[config.mk]
export PLATFORM = sky130hd
export DESIGN_NAME = mov_add_instruction_decoder_top
export DESIGN_NICKNAME = d
export VERILOG_FILES = /design/src/hw/rtl/mad_pkg.sv /design/src/hw/rtl/mov_add_instruction_decoder_top.sv
export VERILOG_INCLUDE_DIRS = /design/src /design/src/hw/rtl
export SDC_FILE = /design/constraint.sdc
export NUM_CORES = 1
export LEC_CHECK = 0
export ABC_AREA = 1
export ABC_CLOCK_PERIOD_IN_PS = 6200
export BUFFER_PORTS_ARGS = -buffer_cell sky130_fd_sc_hd__buf_2
export CAP_MARGIN = 20
export CELL_PAD_IN_SITES_DETAIL_PLACEMENT = 0
export CELL_PAD_IN_SITES_GLOBAL_PLACEMENT = 1
export CORE_AREA = 2 2 117 142
export CTS_CLUSTER_DIAMETER = 80
export DETAILED_ROUTE_END_ITERATION = 8
export DIE_AREA = 0 0 119 144
export PLACE_DENSITY_LB_ADDON = 0.1
export SYNTH_ARGS = -nofsm -noshare
export SYNTH_HDL_FRONTEND = slang
export SYNTH_SLANG_ARGS = --single-unit
[constraint.sdc]
create_clock -name clk -period 6.2 [get_ports clk]
set_input_delay 0.31 -clock clk [delete_from_list [all_inputs] [get_ports clk]]
set_output_delay 0.31 -clock clk [all_outputs]
set_load 0.1 [all_outputs]
[src/hw/rtl/assert_macros.svh]
// Assertion macros for the RTL of the mov/add decoder.
// Depends on nothing; simulation builds get the checks, synthesis sees empty bodies.
`ifndef ASSERT_MACROS_SVH
`define ASSERT_MACROS_SVH
`ifndef SYNTHESIS
// Checks a property at every rising clock edge outside reset.
`define ASSERT_PROP(lbl, clk, rst_n, prop, msg) \
  lbl: assert property (@(posedge clk) disable iff (!rst_n) (prop)) else $error(msg);
// Checks that an expression is never true outside reset.
`define ASSERT_NEVER(lbl, clk, rst_n, expr, msg) \
  `ASSERT_PROP(lbl, clk, rst_n, !(expr), msg)
`else
`define ASSERT_PROP(lbl, clk, rst_n, prop, msg)
`define ASSERT_NEVER(lbl, clk, rst_n, expr, msg)
`endif
`endif

[src/hw/rtl/mad_pkg.sv]
// Package for the mov/add instruction decoder: form codes, result layout
// and the opcode and length decode functions. Depends on nothing.
package mad_pkg;

  // Instruction form codes reported in the result.
  localparam logic [3:0] FORM_UNKNOWN    = 4'd0;
  localparam logic [3:0] FORM_MOV_RM_REG = 4'd1;
  localparam logic [3:0] FORM_MOV_IMM_RM = 4'd2;
  localparam logic [3:0] FORM_MOV_IMM_RG = 4'd3;
  localparam logic [3:0] FORM_MOV_MEM_AC = 4'd4;
  localparam logic [3:0] FORM_MOV_AC_MEM = 4'd5;
  localparam logic [3:0] FORM_ADD_RM_REG = 4'd6;
  localparam logic [3:0] FORM_ADD_IMM_RM = 4'd7;
  localparam logic [3:0] FORM_ADD_IMM_AC = 4'd8;

  // Widths of the output stream.
  localparam int OUT_DATA_W = 56;
  localparam int RESULT_W   = 51;

  // Decoded result, declared from the highest tdata bit down to bit 0.
  typedef struct packed {
    logic [2:0]  length;
    logic [15:0] imm_word;
    logic [15:0] disp_word;
    logic        direct_address;
    logic [2:0]  rm_field;
    logic [2:0]  reg_field;
    logic [1:0]  mode_field;
    logic        sign_bit;
    logic        wide_bit;
    logic        dir_bit;
    logic [3:0]  form;
  } result_t;

  // Maps an opcode byte to its instruction form.
  function automatic logic [3:0] form_of(input logic [7:0] op);
    logic [3:0] f;
    f = FORM_UNKNOWN;
    priority if (op[7:4] == 4'hB)         f = FORM_MOV_IMM_RG;
    else if (op[7:2] == 6'b100010)        f = FORM_MOV_RM_REG;
    else if (op[7:2] == 6'b000000)        f = FORM_ADD_RM_REG;
    else if (op[7:2] == 6'b100000)        f = FORM_ADD_IMM_RM;
    else if (op[7:1] == 7'b1100011)       f = FORM_MOV_IMM_RM;
    else if (op[7:1] == 7'b1010000)       f = FORM_MOV_MEM_AC;
    else if (op[7:1] == 7'b1010001)       f = FORM_MOV_AC_MEM;
    else if (op[7:1] == 7'b0000010)       f = FORM_ADD_IMM_AC;
    else                                  f = FORM_UNKNOWN;
    return f;
  endfunction

  // True for forms that carry a ModRM byte.
  function automatic logic has_modrm(input logic [3:0] f);
    return (f == FORM_MOV_RM_REG) || (f == FORM_MOV_IMM_RM) ||
           (f == FORM_ADD_RM_REG) || (f == FORM_ADD_IMM_RM);
  endfunction

  // Operand width bit; the register-immediate move keeps it in bit 3.
  function automatic logic wide_of(input logic [3:0] f, input logic [7:0] op);
    return (f == FORM_MOV_IMM_RG) ? op[3] : op[0];
  endfunction

  // Number of displacement or address bytes.
  function automatic logic [1:0] disp_len(input logic [3:0] f, input logic [7:0] modrm);
    logic [1:0] n;
    n = 2'd0;
    if ((f == FORM_MOV_MEM_AC) || (f == FORM_MOV_AC_MEM)) begin
      n = 2'd2;
    end else if (has_modrm(f)) begin
      if (modrm[7:6] == 2'd1) begin
        n = 2'd1;
      end else if (modrm[7:6] == 2'd2) begin
        n = 2'd2;
      end else if ((modrm[7:6] == 2'd0) && (modrm[2:0] == 3'd6)) begin
        n = 2'd2;
      end
    end
    return n;
  endfunction

  // Number of immediate bytes.
  function automatic logic [1:0] imm_len(input logic [3:0] f, input logic [7:0] op);
    logic [1:0] n;
    n = 2'd0;
    if ((f == FORM_MOV_IMM_RM) || (f == FORM_MOV_IMM_RG) || (f == FORM_ADD_IMM_AC)) begin
      n = wide_of(f, op) ? 2'd2 : 2'd1;
    end else if (f == FORM_ADD_IMM_RM) begin
      n = (op[0] && !op[1]) ? 2'd2 : 2'd1;
    end
    return n;
  endfunction

  // Total instruction length in bytes.
  function automatic logic [2:0] total_len(input logic [3:0] f, input logic [7:0] op,
                                           input logic [7:0] modrm);
    return 3'd1 + {2'b00, has_modrm(f)} + {1'b0, disp_len(f, modrm)} +
           {1'b0, imm_len(f, op)};
  endfunction

endpackage

[src/hw/rtl/mov_add_instruction_decoder_top.sv]
// Top level of the mov/add instruction decoder: byte-serial decode with a
// registered result stage. Depends on mad_pkg and assert_macros.svh.
//
// Usage:
//   The input stream carries one code byte per transaction in in_tdata; in_tlast
//   marks the final byte of the program. Every accepted byte updates the
//   partial-instruction registers (position, opcode, ModRM, displacement,
//   immediate). The byte that completes an instruction, an unknown opcode byte,
//   or a last byte in the middle of an instruction produces one result
//   transaction on the output stream; out_tuser flags a truncated instruction.
//   Latency: a result appears in the cycle after the byte that completes it.
//   Throughput: one byte per cycle while in_tready is high; the position and field
//   update is made for each accepted byte.
//   The output register frees the input side: a new byte is taken while a
//   result waits, as long as that result is taken in the same cycle or the
//   register is empty. When the receiver stalls with a result held, in_tready
//   drops until out_tready returns.
//   A synchronous reset (rst_n low) discards any partial instruction and any
//   pending result; the decoder then waits for an opcode byte.
module mov_add_instruction_decoder_top (
  input  logic                              clk,
  input  logic                              rst_n,
  // Input stream.
  input  logic                              in_tvalid,
  output logic                              in_tready,
  input  logic [7:0]                        in_tdata,  // [7:0] code_byte
  input  logic                              in_tlast,  // last_byte
  // Result stream.
  output logic                              out_tvalid,
  input  logic                              out_tready,
  // [3:0] form, [4] dir_bit, [5] wide_bit, [6] sign_bit, [8:7] mode_field,
  // [11:9] reg_field, [14:12] rm_field, [15] direct_address, [31:16] disp_word,
  // [47:32] imm_word, [50:48] length, [55:51] zero
  output logic [mad_pkg::OUT_DATA_W-1:0]    out_tdata,
  output logic                              out_tuser  // truncated
);
  import mad_pkg::*;
  `include "assert_macros.svh"

  // Partial-instruction state.
  logic [2:0]  pos_r, pos_nxt;
  logic [2:0]  needed_r, needed_nxt;
  logic [7:0]  opcode_r, opcode_nxt;
  logic [7:0]  modrm_r, modrm_nxt;
  logic [15:0] disp_r, disp_nxt;
  logic [15:0] imm_r, imm_nxt;

  // Output stage.
  logic        out_valid_r;
  result_t     out_res_r;
  logic        out_trunc_r;

  // Decode results of the current byte.
  logic        in_fire;
  logic        emit;
  logic        trunc;
  logic [3:0]  cur_form;
  logic [2:0]  step_pos;
  result_t     res;

  assign in_tready = !out_valid_r || out_tready;
  assign in_fire   = in_tvalid && in_tready;

  // Next state of the partial instruction for the byte on the input.
  always_comb begin
    logic [2:0] ds;
    logic [2:0] de;
    logic [2:0] rel;
    pos_nxt    = pos_r;
    needed_nxt = needed_r;
    opcode_nxt = opcode_r;
    modrm_nxt  = modrm_r;
    disp_nxt   = disp_r;
    imm_nxt    = imm_r;
    emit       = 1'b0;
    trunc      = 1'b0;
    step_pos   = 3'd1;
    ds         = 3'd1;
    de         = 3'd1;
    rel        = 3'd0;
    if (pos_r == 3'd0) begin
      cur_form = form_of(in_tdata);
      if (cur_form != FORM_UNKNOWN) begin
        opcode_nxt = in_tdata;
        modrm_nxt  = 8'h00;
        disp_nxt   = 16'h0000;
        imm_nxt    = 16'h0000;
        needed_nxt = has_modrm(cur_form) ? 3'd2 : total_len(cur_form, in_tdata, 8'h00);
      end
    end else begin
      cur_form = form_of(opcode_r);
      if (has_modrm(cur_form) && (pos_r == 3'd1)) begin
        modrm_nxt  = in_tdata;
        needed_nxt = total_len(cur_form, opcode_r, in_tdata);
      end else begin
        // Place the byte in the displacement or the immediate, low byte first.
        ds = has_modrm(cur_form) ? 3'd2 : 3'd1;
        de = ds + {1'b0, disp_len(cur_form, modrm_r)};
        if ((pos_r >= ds) && (pos_r < de)) begin
          rel = pos_r - ds;
          if (rel == 3'd0) disp_nxt[7:0] = in_tdata;
          else             disp_nxt[15:8] = in_tdata;
        end else if (pos_r >= de) begin
          rel = pos_r - de;
          if (rel == 3'd0) imm_nxt[7:0] = in_tdata;
          else             imm_nxt[15:8] = in_tdata;
        end
      end
      step_pos = pos_r + 3'd1;
    end

    // Decide whether this byte ends the instruction.
    if (cur_form == FORM_UNKNOWN) begin
      emit     = 1'b1;
      step_pos = 3'd1;
      pos_nxt  = 3'd0;
    end else if (step_pos >= needed_nxt) begin
      emit    = 1'b1;
      pos_nxt = 3'd0;
    end else if (in_tlast) begin
      emit    = 1'b1;
      trunc   = 1'b1;
      pos_nxt = 3'd0;
    end else begin
      pos_nxt = step_pos;
    end
  end

  // Result fields from the updated instruction registers.
  always_comb begin
    logic [1:0] dl;
    logic [1:0] il;
    logic       mr;
    res = '0;
    dl  = disp_len(cur_form, modrm_nxt);
    il  = imm_len(cur_form, opcode_nxt);
    mr  = has_modrm(cur_form);
    res.form   = cur_form;
    res.length = step_pos;
    if (cur_form != FORM_UNKNOWN) begin
      res.dir_bit  = ((cur_form == FORM_MOV_RM_REG) || (cur_form == FORM_ADD_RM_REG)) ?
                     opcode_nxt[1] : 1'b0;
      res.wide_bit = wide_of(cur_form, opcode_nxt);
      res.sign_bit = (cur_form == FORM_ADD_IMM_RM) ? opcode_nxt[1] : 1'b0;
      if (mr) begin
        res.mode_field     = modrm_nxt[7:6];
        res.reg_field      = modrm_nxt[5:3];
        res.rm_field       = modrm_nxt[2:0];
        res.direct_address = (modrm_nxt[7:6] == 2'd0) && (modrm_nxt[2:0] == 3'd6);
      end else if (cur_form == FORM_MOV_IMM_RG) begin
        res.reg_field = opcode_nxt[2:0];
      end
      // A byte displacement is sign-extended.
      if (dl == 2'd1)      res.disp_word = {{8{disp_nxt[7]}}, disp_nxt[7:0]};
      else if (dl == 2'd2) res.disp_word = disp_nxt;
      // A byte immediate is zero-extended, or sign-extended for add with s set.
      if (il == 2'd1) begin
        if ((cur_form == FORM_ADD_IMM_RM) && opcode_nxt[1])
          res.imm_word = {{8{imm_nxt[7]}}, imm_nxt[7:0]};
        else
          res.imm_word = {8'h00, imm_nxt[7:0]};
      end else if (il == 2'd2) begin
        res.imm_word = imm_nxt;
      end
    end
  end

  // Instruction state registers.
  always_ff @(posedge clk) begin
    if (!rst_n) begin
      pos_r    <= 3'd0;
      needed_r <= 3'd0;
      opcode_r <= 8'h00;
      modrm_r  <= 8'h00;
      disp_r   <= 16'h0000;
      imm_r    <= 16'h0000;
    end else if (in_fire) begin
      pos_r    <= pos_nxt;
      needed_r <= needed_nxt;
      opcode_r <= opcode_nxt;
      modrm_r  <= modrm_nxt;
      disp_r   <= disp_nxt;
      imm_r    <= imm_nxt;
    end
  end

  // Output register: loads a new result, or empties when the current one is taken.
  always_ff @(posedge clk) begin
    if (!rst_n) begin
      out_valid_r <= 1'b0;
    end else if (in_fire && emit) begin
      out_valid_r <= 1'b1;
    end else if (out_tready) begin
      out_valid_r <= 1'b0;
    end
  end

  always_ff @(posedge clk) begin
    if (in_fire && emit) begin
      out_res_r   <= res;
      out_trunc_r <= trunc;
    end
  end

  assign out_tvalid = out_valid_r;
  assign out_tdata  = {{(OUT_DATA_W-RESULT_W){1'b0}}, out_res_r};
  assign out_tuser  = out_trunc_r;

  // A partial instruction always holds a known opcode and is short of its length.
  `ASSERT_PROP(a_known_opcode, clk, rst_n,
               (pos_r != 3'd0) |-> (form_of(opcode_r) != FORM_UNKNOWN),
               "partial instruction holds an unknown opcode")
  `ASSERT_PROP(a_pos_below_needed, clk, rst_n,
               (pos_r != 3'd0) |-> (pos_r < needed_r),
               "partial instruction position reached its length")
  // Every result reports a length of one to six bytes.
  `ASSERT_NEVER(a_length_range, clk, rst_n,
                out_valid_r && ((out_res_r.length == 3'd0) || (out_res_r.length == 3'd7)),
                "result length out of range")

endmodule

Word-level counts from Yosys, hierarchy flattened
Index checks and enable logic that the tools add are counted.
{"block": "classes", "add_sub_neg": 10, "magnitude_cmp": 4, "n_eq_ne": 52, "n_mux": 99, "n_reduce_logical": 52}
{"operator": "two-way mux 16 bit", "n": 14}
{"operator": "two-way mux 4 bit", "n": 21}
{"operator": "two-way mux 2 bit", "n": 39}
{"operator": "two-way mux 8 bit", "n": 7}
{"operator": "== test 4 x 3 -> 1 bit, second input constant", "n": 12}
{"operator": "== test 7 bit, second input constant", "n": 6}
{"operator": "two-way mux 3 bit", "n": 10}
{"operator": "== test 4 x 2 -> 1 bit, second input constant", "n": 6}
{"operator": "== test 6 bit, second input constant", "n": 4}
{"operator": "== test 4 bit, second input constant", "n": 5}
{"operator": "logical OR 1 bit", "n": 20}
{"operator": "== test 7 x 2 -> 1 bit, second input constant", "n": 2}
{"operator": "== test 4 x 1 -> 1 bit, second input constant", "n": 3}
{"operator": "zero test 6 bit", "n": 2}
{"operator": "logical AND 1 bit", "n": 11}
{"operator": "== test 2 x 1 -> 1 bit, second input constant", "n": 5}
{"operator": "== test 2 bit, second input constant", "n": 5}
{"operator": "adder 2 x 2 -> 3 bit", "n": 3}
{"operator": "== test 3 bit, second input constant", "n": 3}
{"operator": "zero test 3 bit", "n": 3}
{"operator": "two-way mux 1 bit", "n": 8}
{"operator": "nonzero test 4 bit", "n": 2}
{"operator": "adder 3 x 2 -> 3 bit", "n": 2}
{"operator": ">= comparator 3 bit", "n": 2}
{"operator": "14 further kinds", "n": 22}
{"block": "word_totals", "reg_bits": 107, "inputBits": 13, "output_inout_bits": 59, "elab_cells": 237}

Longest topological paths before layout
Gate-level depths: netlist of run 1.
{"block": "logic_depth", "word_depth": 28, "depth_mapped": 26, "ltp_nobuf": 25}

Worst setup path after synthesis of run 1
Ideal clock, no wire load.
{"block": "synth_path", "kind": "reg-to-reg", "start": "register opcode_r[4]", "end": "register out_res_r, in the netlist out_tdata[0] (enable)", "setup_ns": 0.406, "arrival_ns": 3.980, "required_time_ns": 5.794, "path_slack_ns": 1.813, "stages_incl_launch_ff": 22, "path_buffers": 0, "synth_period_minus_slack_ns": 4.387, "cell_sequence": "dfxtp_1 > nor2_2 > nand3_2 > nand4_2 > inv_1 > ha_1 > inv_1 > ha_1 > inv_1 > fa_1 > nand2_1 > o211ai_1 > and2_1 > ha_1 > o21ai_0 > inv_1 > o21ai_0 > inv_1 > nor3_1 > nand2_1 > nand2_1 > inv_1"}
{"block": "synth_between", "elab_chain_len": 26, "word_cells_on_any_way": 53, "classes_between": "3 x add/sub; 1 x order compare; 15 x eq/ne; 24 x mux; 10 x reduce/logical"}
{"element": "start: declaration", "line_no": "mov_add_instruction_decoder_top.sv:43", "rtl": "logic [7:0] opcode_r, opcode_nxt;"}
{"element": "start signal: assignment", "line_no": "mov_add_instruction_decoder_top.sv:180", "rtl": "opcode_r <= opcode_nxt;"}
{"element": "== test 7 x 2 -> 1 bit", "line_no": "mad_pkg.sv:46", "rtl": "else if (op[7:1] == 7'b0000010) f = FORM_ADD_IMM_AC;"}
{"element": "two-way mux 4 bit", "line_no": "mad_pkg.sv:46"}
{"element": "two-way mux 4 bit", "line_no": "mad_pkg.sv:45", "rtl": "else if (op[7:1] == 7'b1010001) f = FORM_MOV_AC_MEM;"}
{"element": "two-way mux 4 bit", "line_no": "mad_pkg.sv:44", "rtl": "else if (op[7:1] == 7'b1010000) f = FORM_MOV_MEM_AC;"}
{"element": "two-way mux 4 bit", "line_no": "mad_pkg.sv:43", "rtl": "else if (op[7:1] == 7'b1100011) f = FORM_MOV_IMM_RM;"}
{"element": "two-way mux 4 bit", "line_no": "mad_pkg.sv:42", "rtl": "else if (op[7:2] == 6'b100000) f = FORM_ADD_IMM_RM;"}
{"element": "two-way mux 4 bit", "line_no": "mad_pkg.sv:41", "rtl": "else if (op[7:2] == 6'b000000) f = FORM_ADD_RM_REG;"}
{"element": "two-way mux 4 bit", "line_no": "mad_pkg.sv:40", "rtl": "else if (op[7:2] == 6'b100010) f = FORM_MOV_RM_REG;"}
{"element": "[... 10 more ...]"}
{"element": "adder 2 x 2 -> 3 bit", "line_no": "mad_pkg.sv:95", "rtl": "return 3'd1 + {2'b00, has_modrm(f)} + {1'b0, disp_len(f, modrm)} +"}
{"element": "adder 3 x 2 -> 3 bit", "line_no": "mad_pkg.sv:95"}
{"element": "two-way mux 3 bit", "line_no": "mov_add_instruction_decoder_top.sv:92", "rtl": "if (has_modrm(cur_form) && (pos_r == 3'd1)) begin"}
{"element": "two-way mux 3 bit", "line_no": "mov_add_instruction_decoder_top.sv:81", "rtl": "if (pos_r == 3'd0) begin"}
{"element": ">= comparator 3 bit", "line_no": "mov_add_instruction_decoder_top.sv:117", "rtl": "end else if (step_pos >= needed_nxt) begin"}
{"element": "two-way mux 1 bit", "line_no": "mov_add_instruction_decoder_top.sv:117"}
{"element": "two-way mux 1 bit *", "line_no": "mov_add_instruction_decoder_top.sv:113", "rtl": "if (cur_form == FORM_UNKNOWN) begin"}
{"element": "logical AND 1 bit *", "line_no": "mov_add_instruction_decoder_top.sv:199", "rtl": "if (in_fire && emit) begin"}
{"element": "end signal: assignment", "line_no": "mov_add_instruction_decoder_top.sv:200", "rtl": "out_res_r <= res;"}
{"element": "end: declaration", "line_no": "mov_add_instruction_decoder_top.sv:50", "rtl": "result_t out_res_r;"}
Every way passes the cells marked *; elsewhere a longest branch is shown, timed or not. The select of a mux whose other input is x is not followed.
A chain may end at the register's enable or synchronous reset.

Worst setup path in the final report of run 1
{"block": "layout_path", "start": "register opcode_r[3]", "end": "register out_res_r, in the netlist out_tdata[46], data pin"}
{"block": "layout_between", "elab_chain_len": 28, "word_cells_on_any_way": 65, "classes_between": "2 x add/sub; 3 x order compare; 18 x eq/ne; 30 x mux; 12 x reduce/logical"}
{"element": "== test 7 x 2 -> 1 bit", "line_no": "mad_pkg.sv:46"}
{"element": "two-way mux 4 bit", "line_no": "mad_pkg.sv:46"}
{"element": "two-way mux 4 bit", "line_no": "mad_pkg.sv:45"}
{"element": "two-way mux 4 bit", "line_no": "mad_pkg.sv:44"}
{"element": "two-way mux 4 bit", "line_no": "mad_pkg.sv:43"}
{"element": "two-way mux 4 bit", "line_no": "mad_pkg.sv:42"}
{"element": "two-way mux 4 bit", "line_no": "mad_pkg.sv:41"}
{"element": "two-way mux 4 bit", "line_no": "mad_pkg.sv:40"}
{"element": "[... 12 more ...]"}
{"element": "zero test 3 bit", "line_no": "mov_add_instruction_decoder_top.sv:105", "rtl": "if (rel == 3'd0) imm_nxt[7:0] = in_tdata;"}
{"element": "two-way mux 8 bit", "line_no": "mov_add_instruction_decoder_top.sv:105"}
{"element": "two-way mux 16 bit", "line_no": "mov_add_instruction_decoder_top.sv:103", "rtl": "end else if (pos_r >= de) begin"}
{"element": "two-way mux 16 bit", "line_no": "mov_add_instruction_decoder_top.sv:99", "rtl": "if ((pos_r >= ds) && (pos_r < de)) begin"}
{"element": "two-way mux 16 bit", "line_no": "mov_add_instruction_decoder_top.sv:92"}
{"element": "two-way mux 16 bit", "line_no": "mov_add_instruction_decoder_top.sv:81"}
{"element": "two-way mux 16 bit, on equally long branches", "line_no": "mov_add_instruction_decoder_top.sv:162, mov_add_instruction_decoder_top.sv:158"}
{"element": "two-way mux 16 bit", "line_no": "mov_add_instruction_decoder_top.sv:157", "rtl": "if (il == 2'd1) begin"}
Several ways; a longest one is shown, not always the timed one. The select of a mux whose other input is x is not followed.

==> results of run 1 <==
==> logic make-up after synthesis <==
| logic type | Yosys count | share of synthesized area, % |
|---|---|---|
| AOI/OAI and AO/OA | 180 | 16.46 |
| xor gates and xnor gates | 2 | 0.2821 |
| adders and majority gates | 19 | 4.311 |
| buffers and inverters | 159 | 10.88 |
| DFF | 107 | 42.87 |
| other | 1 | 0.06038 |
| and+or+nand+nor | 316 | 25.14 |
==> power breakdown <==
group | internal [mW] | switching (mW) | total (mW)
sequential | 0.793 | 0.0187 | 0.811
clock | 0.275 | 0.281 | 0.556
combinational | 0.123 | 0.456 | 0.579
total | 1.19 | 0.756 | 1.95
==> layout by cell type (no fill, tap or decap), drive strengths merged <==
master	Yosys	final
nand4	8	8
buf	18	72
nor2	85	85
o22ai	21	21
o21bai	2	2
ha	15	15
conb	1	5
inv	123	124
xor2	2	2
and2	5	5
nand3b	4	4
edfxtp	52	52
clkbuf	15	9
a211oi	7	7
clkinvlp	0	2
clkinv	3	7
o32ai	4	4
and3	2	2
nor3	12	12
nand2	157	157
o21a	1	1
a21boi	1	1
o21ai	76	76
a21oi	52	52
nand3	43	43
o211ai	8	8
dfxtp	55	55
a31oi	8	8
fa	4	4
==> routing by layer <==
metal	wire [um]	vias to the layer above	part of all wire, %
met5	0	-	0
met4	646	0	3.7
met3	600	44	3.4
met2	8592	155	49
met1	7770	2559	44
li1	-	2706	-
==> sequential cells by signal, summed over array words and instances, names as in the netlist, 3 cells and up <==
signal     count
modrm_r        8
needed_r       3
disp_r        16
opcode_r       8
out_tdata     51
imm_r         16
pos_r          3
==> worst paths after layout <==
| kind | endpoint | startpoint |
|---|---|---|
| max | out_tdata[46]$_SDFFCE_PN0P_ | opcode_r[3]$_SDFFE_PN0P_ |
| min | out_tuser$_SDFFCE_PP0P_ | in_tlast |
| max reg2reg | out_tdata[46]$_SDFFCE_PN0P_ | opcode_r[3]$_SDFFE_PN0P_ |
| min reg2reg | opcode_r[7]$_SDFFE_PN0P_ | opcode_r[7]$_SDFFE_PN0P_ |
==> worst register-to-register path, stage by stage, from the launching register on <==
cell	delay, ns
dfxtp_1	0.39
inv_1	0.13
nand2_1	0.08
nor2_1	0.04
nand2_1	0.11
nand4_2	0.21
inv_1	0.26
nor3_1	0.08
ha_1	0.22
fa_1	0.61
inv_1	0.06
ha_1	0.26
nand2_1	0.06
nor2_1	0.09
nor2_1	0.04
nand2_1	0.08
inv_1	0.08
nand2_1	0.07
o21ai_0	0.08
nor3_1	0.46
nand2_2	0.28
nand2_4	0.18
o21ai_1	0.12
nand2_2	0.17
nand2_1	0.08
==> final cells by class <==
type / instances / share of cell area (%)
well taps: 212 / 3.812
repair buffers: 72 / 5.574
multi-input cells: 522 / 41.53
clock buffers: 9 / 3.236
flip-flops and latches: 107 / 38.26
clock inverters: 7 / 0.7551
inverters: 126 / 6.832
==> stage by stage <==
step / instance area, um^2 / hold slack, ns / utilization [%] / setup WS, ns
2_1_floorplan: 6226 / 0.4484 / - / 1.813
3_3_place_gp: 6661 / 0.5116 / 41.92 / 1.737
3_5_place_dp: 6661 / 0.5134 / 41.92 / 1.620
4_1_cts: 6939 / 0.2955 / 43.67 / 1.582
5_1_grt: 6959 / 0.3116 / 43.80 / 1.189
6_report: 6959 / 0.3017 / 43.80 / 1.719
==> metrics.md, run 1 <==
| Metric | Value |
|---|---|
| Status | finished clean |
| RSZ-0062 raised after global routing | no |
| Core Region | 15890 um^2 |
| Worst Max-Slew Pin Slew | 0.7016 ns |
| First-pass GRT wire length | 27950 um |
| Critical Path Max Stage Delay | 0.61 ns |
| Gpl congestion | 0.8642 |
| Met2 usage | 36.21% |
| Yosys warning count | 0 |
| Top Family by Delay on Critical Path | simple AND/OR/NAND/NOR gates |
| Total leakage power | 3.296 nW |
| Die area | 17140 um^2 |
| PortBufs | 66 |
| Sink Count | 107 |
| Synth area leader | edfxtp_1 |
| Count leader, synth | nand2_1 |
| Number of distinct library cells after synthesis | 48 |
| Drt via density | 5.179 |
| Area taken by multi-input logic gates | 2890 um^2 |
| Hpwl dp | 12320 um |
| WP depth | 24 |
| Main synth FF type | dfxtp_1 |
| Largest net degree at the start of global routing | 69 |
| Vias | 5464 |
| Htree depth | 3 |
| Met1 Usage GRT | 26.56% |
| Clk_lat worst skew | 0.36 ns |
| R2R depth | 24 |
| Antenna fix cells | 0 |
| Max-cap violation count | 0 |
| DRT Pass-1 Iters | 5 |
| Placed cells | 1038 |
| Met3 GRT Util | 2.287% |
| Clock Tree Buf Depth | 2 |
| Synth Register Bits | 107 |
| Pwr/cell area | 279.7 nW/um^2 |
| Worst slew margin relative to its limit | 53.10% |
| Synth top cells by count | nand2_1 (135), inv_1 (113), nor2_1 (73) |
| EDFF count, synth | 52 |
| Setup TNS | 0 ns |
| Min-Delay Path Depth | 2 |
| Gr busiest metal | met2 |
| CP dominant cell by count | nand2_1 |
| PostCTS Resize Cnt | 0 |
| Post-synth ARST share | 0% |
| Initial antenna violation count | 0 |
| Worst min path class | in -> reg |
| Area fraction of the dominant cell type after synthesis | 25.14% |
| CP max-delay cell | fa_1 |
| Mapped Cells | 784 |
| Fill count | 1657 |
| Register area | 2663 um^2 |
| Crit path cell chain | inv_1 > nand2_1 > nor2_1 > nand2_1 > nand4_2 > inv_1 > nor3_1 > ha_1 > fa_1 > inv_1 > ha_1 > nand2_1 > nor2_1 > nor2_1 > nand2_1 > inv_1 > nand2_1 > o21ai_0 > nor3_1 > nand2_2 > nand2_4 > o21ai_1 > nand2_2 > nand2_1 |
| Starting Density | 39.09% |
| Max frequency | 223.2 MHz |
| WL final | 17610 um |
| I/O pin cnt | 72 |
| All-Layer GR Usage | 21.23% |
| Layout cells sized above 1 | 18.15% |
| Postcts setup bufs | 0 |
| Crit path max fanout | 9 |
| Crit path buffers/inverters | 4 |
| Top post-synthesis cells by area | edfxtp_1 (25%), dfxtp_1 (18%), nand2_1 (8.2%), inv_1 (6.8%), o21ai_0 (5.6%) |
| Seq/Total Area, Yosys | 42.87% |
| WL/cell | 16.69 um |
| # hold bufs at CTS | 0 |
| Number of global-route vias before repair | 5276 |
| PnR Total Power | 1.946 mW |
| CP endpoint kind | flip-flop |
| Final hold viol count | 0 |
| Total gr overflow | 0 |
| CTS tree | yes |
| Cell row count | 51 |
| Minimum clock period | 4.481 ns |
| Area delta synth->final | 12.05% |
| Reg2reg setup slack | 1.72 ns |
| Initial DRC Count | 403 |
| Die Span Y | 144 um |
| Total CTS buffers | 9 |
| Crit Path Class | reg -> reg |
| Slew Limit Fails | 0 |
| Maximum vdd drop | 0.1112 mV |
| Required time of the critical path | 6.31 ns |
| Width of the die | 119 um |
| Routed Antenna Nets | 0 |
| Final setup violation count | 0 |
| Mean post-synth cell area | 7.922 um^2 |
| Synth Cell Area | 6211 um^2 |
| Nature of the critical path startpoint | flip-flop |
| Tcrit/Tclk final | 72.28% |
| DRC violations left | 0 |
| Worst Path Arrival | 4.59 ns |
| Post-route clock skew | 0.007828 ns |
| Nets | 870 |
| CTS root buf | clkbuf_16 |
| Clk slew on worst S/H paths | 0.07 ns |
| Final Non-Filler Cells | 1055 |
Note: power is estimated with default switching activity, not from simulation.
==> run 2: changes to the inputs <==
--- a/config.mk
+++ b/config.mk
@@ -7,7 +7,7 @@
 export NUM_CORES = 1
 export LEC_CHECK = 0
 export ABC_AREA = 1
-export ABC_CLOCK_PERIOD_IN_PS = 6200
+export ABC_CLOCK_PERIOD_IN_PS = 4600
 export BUFFER_PORTS_ARGS = -buffer_cell sky130_fd_sc_hd__buf_2
 export CAP_MARGIN = 20
 export CELL_PAD_IN_SITES_DETAIL_PLACEMENT = 0
==> constraint.sdc (replaced) <==
create_clock -name clk -period 4.6 [get_ports clk]
set_input_delay 0.23 -clock clk [delete_from_list [all_inputs] [get_ports clk]]
set_output_delay 0.23 -clock clk [all_outputs]
set_load 0.1 [all_outputs]
==> metrics.md, run 2 (same netlist as run 1, synthesis figures left out) <==
| Metric | Value |
|---|---|
| Min-delay src | in_tlast |
| Clk slew on worst S/H paths | 0.08 ns |
| Final hold viol count | 0 |
| Postcts setup bufs | 0 |
| Layout cells sized above 1 | 18.99% |
| Sink Count | 107 |
| Clk_lat worst skew | 0.35 ns |
| Tcrit/Tclk final | 90.61% |
| Slew Limit Fails | 0 |
| Required time of the critical path | 4.68 ns |
| Nets | 875 |
| Antenna fix cells | 0 |
| WL final | 17830 um |
| Clock Tree Buf Depth | 2 |
| Vias | 5474 |
| Initial DRC Count | 466 |
| Drt via density | 5.164 |
| Setup TNS | 0 ns |
| Final setup violation count | 0 |
| Fin util | 44.13% |
| Worst min path class | in -> reg |
| PnR Total Power | 2.639 mW |
| Initial antenna violation count | 1 |
| CP endpoint kind | flip-flop |
| RSZ-0062 raised after global routing | no |
| Nature of the critical path startpoint | flip-flop |
| I/O pin cnt | 72 |
| Number of global-route vias before repair | 5381 |
| Pwr/cell area | 376.4 nW/um^2 |
| Htree depth | 3 |
| Total leakage power | 3.326 nW |
| Width of the die | 119 um |
| Crit path max fanout | 52 |
| Design area | 7012 um^2 |
| Starting Density | 39.09% |
| First-pass GRT wire length | 28640 um |
| Total gr overflow | 0 |
| Die Span Y | 144 um |
| Number of flip-flops under the largest register name | 51 |
| Max frequency | 239.9 MHz |
| WL/cell | 16.82 um |
| Dpl cell area | 6719 um^2 |
| Core Region | 15890 um^2 |
| Routed Antenna Nets | 0 |
| Max-cap violation count | 0 |
| Final setup margin | 0.4321 ns |
| R2r endpoint | out_tdata[2]$_DFFE_PP_ |
| Reg2reg setup slack | 0.43 ns |
| Worst Path Arrival | 4.25 ns |
| Min-Delay Path Depth | 4 |
| Crit Path Class | reg -> reg |
| DRT Pass-1 Iters | 5 |
| Die area | 17140 um^2 |
| Post-route clock skew | 0.008688 ns |
| Gpl congestion | 0.8947 |
| Largest net degree at the start of global routing | 68 |
| Most frequent cells in the layout | nand2_1 (134), inv_1 (111), nor2_1 (73), o21ai_0 (70), buf_2 (66) |
| Worst Max-Slew Pin Slew | 0.6368 ns |
| Worst slew margin relative to its limit | 57.55% |
| All-Layer GR Usage | 21.66% |
| Most common cell after layout, fill and taps aside | nand2_1 |
| Status | finished clean |
| R2r startpoint | opcode_r[6]$_SDFFE_PN0P_ |
| DRC violations left | 0 |
| R2R depth | 24 |
| Hold Path End | pos_r[1]$_SDFFE_PN0P_ |
| Cell row count | 51 |
| Hpwl dp | 12410 um |
| Maximum vdd drop | 0.1645 mV |
| CTS root buf | clkbuf_16 |
| Area delta synth->final | 12.89% |
| Post-placement worst setup slack | 0.3136 ns |
| CTS tree | yes |
| Minimum clock period | 4.168 ns |
| Total CTS buffers | 9 |
| PortBufs | 66 |
## run 2: how the worst max path moves through the flow
stage | start | to | slack (ns) | cells after the start
after floorplan | opcode_r[4]$_SDFFE_PN0P_ | out_tdata[0]$_DFFE_PP_ | 0.21 | 21
after global placement | opcode_r[6]$_SDFFE_PN0P_ | out_tdata[3]$_DFFE_PP_ | 0.42 | 24
after detailed placement | opcode_r[7]$_SDFFE_PN0P_ | out_tdata[3]$_DFFE_PP_ | 0.31 | 23
after CTS | opcode_r[7]$_SDFFE_PN0P_ | out_tdata[4]$_SDFFCE_PN0P_ | 0.29 | 23
after global routing | opcode_r[6]$_SDFFE_PN0P_ | out_tdata[3]$_DFFE_PP_ | 0.000004 | 24
final | opcode_r[6]$_SDFFE_PN0P_ | out_tdata[2]$_DFFE_PP_ | 0.43 | 24
## run 2: timing repair
action | CTS | global route
setup endpoints to repair | 0 | 52
hold buffers | 0 | 0
resized for setup | 0 | 2
## run 2: routing by layer
metal  global-route usage (%)  routed length, um  vias to the layer above
met4                    9.461                627                        0
met1                    27.23               7890                     2557
met3                    3.588                900                       40
met2                    36.81               8412                      167
li1                         -                  -                     2710
met5                        0                  0                        -
## run 2: area by class of cell
cell class | count | area (um^2)
well taps | 212 | 265.3
inverters | 126 | 475.5
clock inverters | 6 | 48.80
flip-flops and latches | 107 | 2663
clock buffers | 10 | 239.0
multi-input cells | 522 | 2895
fillers | 1612 | 8877
repair buffers | 77 | 425.4
## run 2: critical path, stage by stage, from the launching register on
cell	delay (ns)
dfxtp_1	0.36
inv_1	0.11
nand2_1	0.09
nor3_1	0.26
nand2_1	0.08
o21ai_0	0.13
a21oi_1	0.14
ha_1	0.31
inv_1	0.06
ha_1	0.13
inv_1	0.06
fa_1	0.47
nand2_1	0.08
o211ai_1	0.09
and2_1	0.19
ha_1	0.28
o21ai_0	0.07
inv_1	0.05
o21ai_0	0.15
inv_1	0.09
nor3_2	0.19
nand2_1	0.10
nand2_1	0.13
inv_2	0.05
buf_12	0.19
## run 2: power by group
| group | leakage (nW) | internal (mW) | switching (mW) |
|---|---|---|---|
| Sequential | 0.975 | 1.07 | 0.0264 |
| Clock | 0.137 | 0.388 | 0.377 |
| Combinational | 2.21 | 0.172 | 0.607 |
| Total | 3.33 | 1.63 | 1.01 |
## run 2: per-stage QoR
stage / hold WS (ns) / instances
after floorplan: 0.3684 / 788
after global placement: 0.5102 / 1044
after detailed placement: 0.5234 / 1044
after CTS: 0.2040 / 1060
after global routing: 0.2285 / 1060
final: 0.2170 / 1060
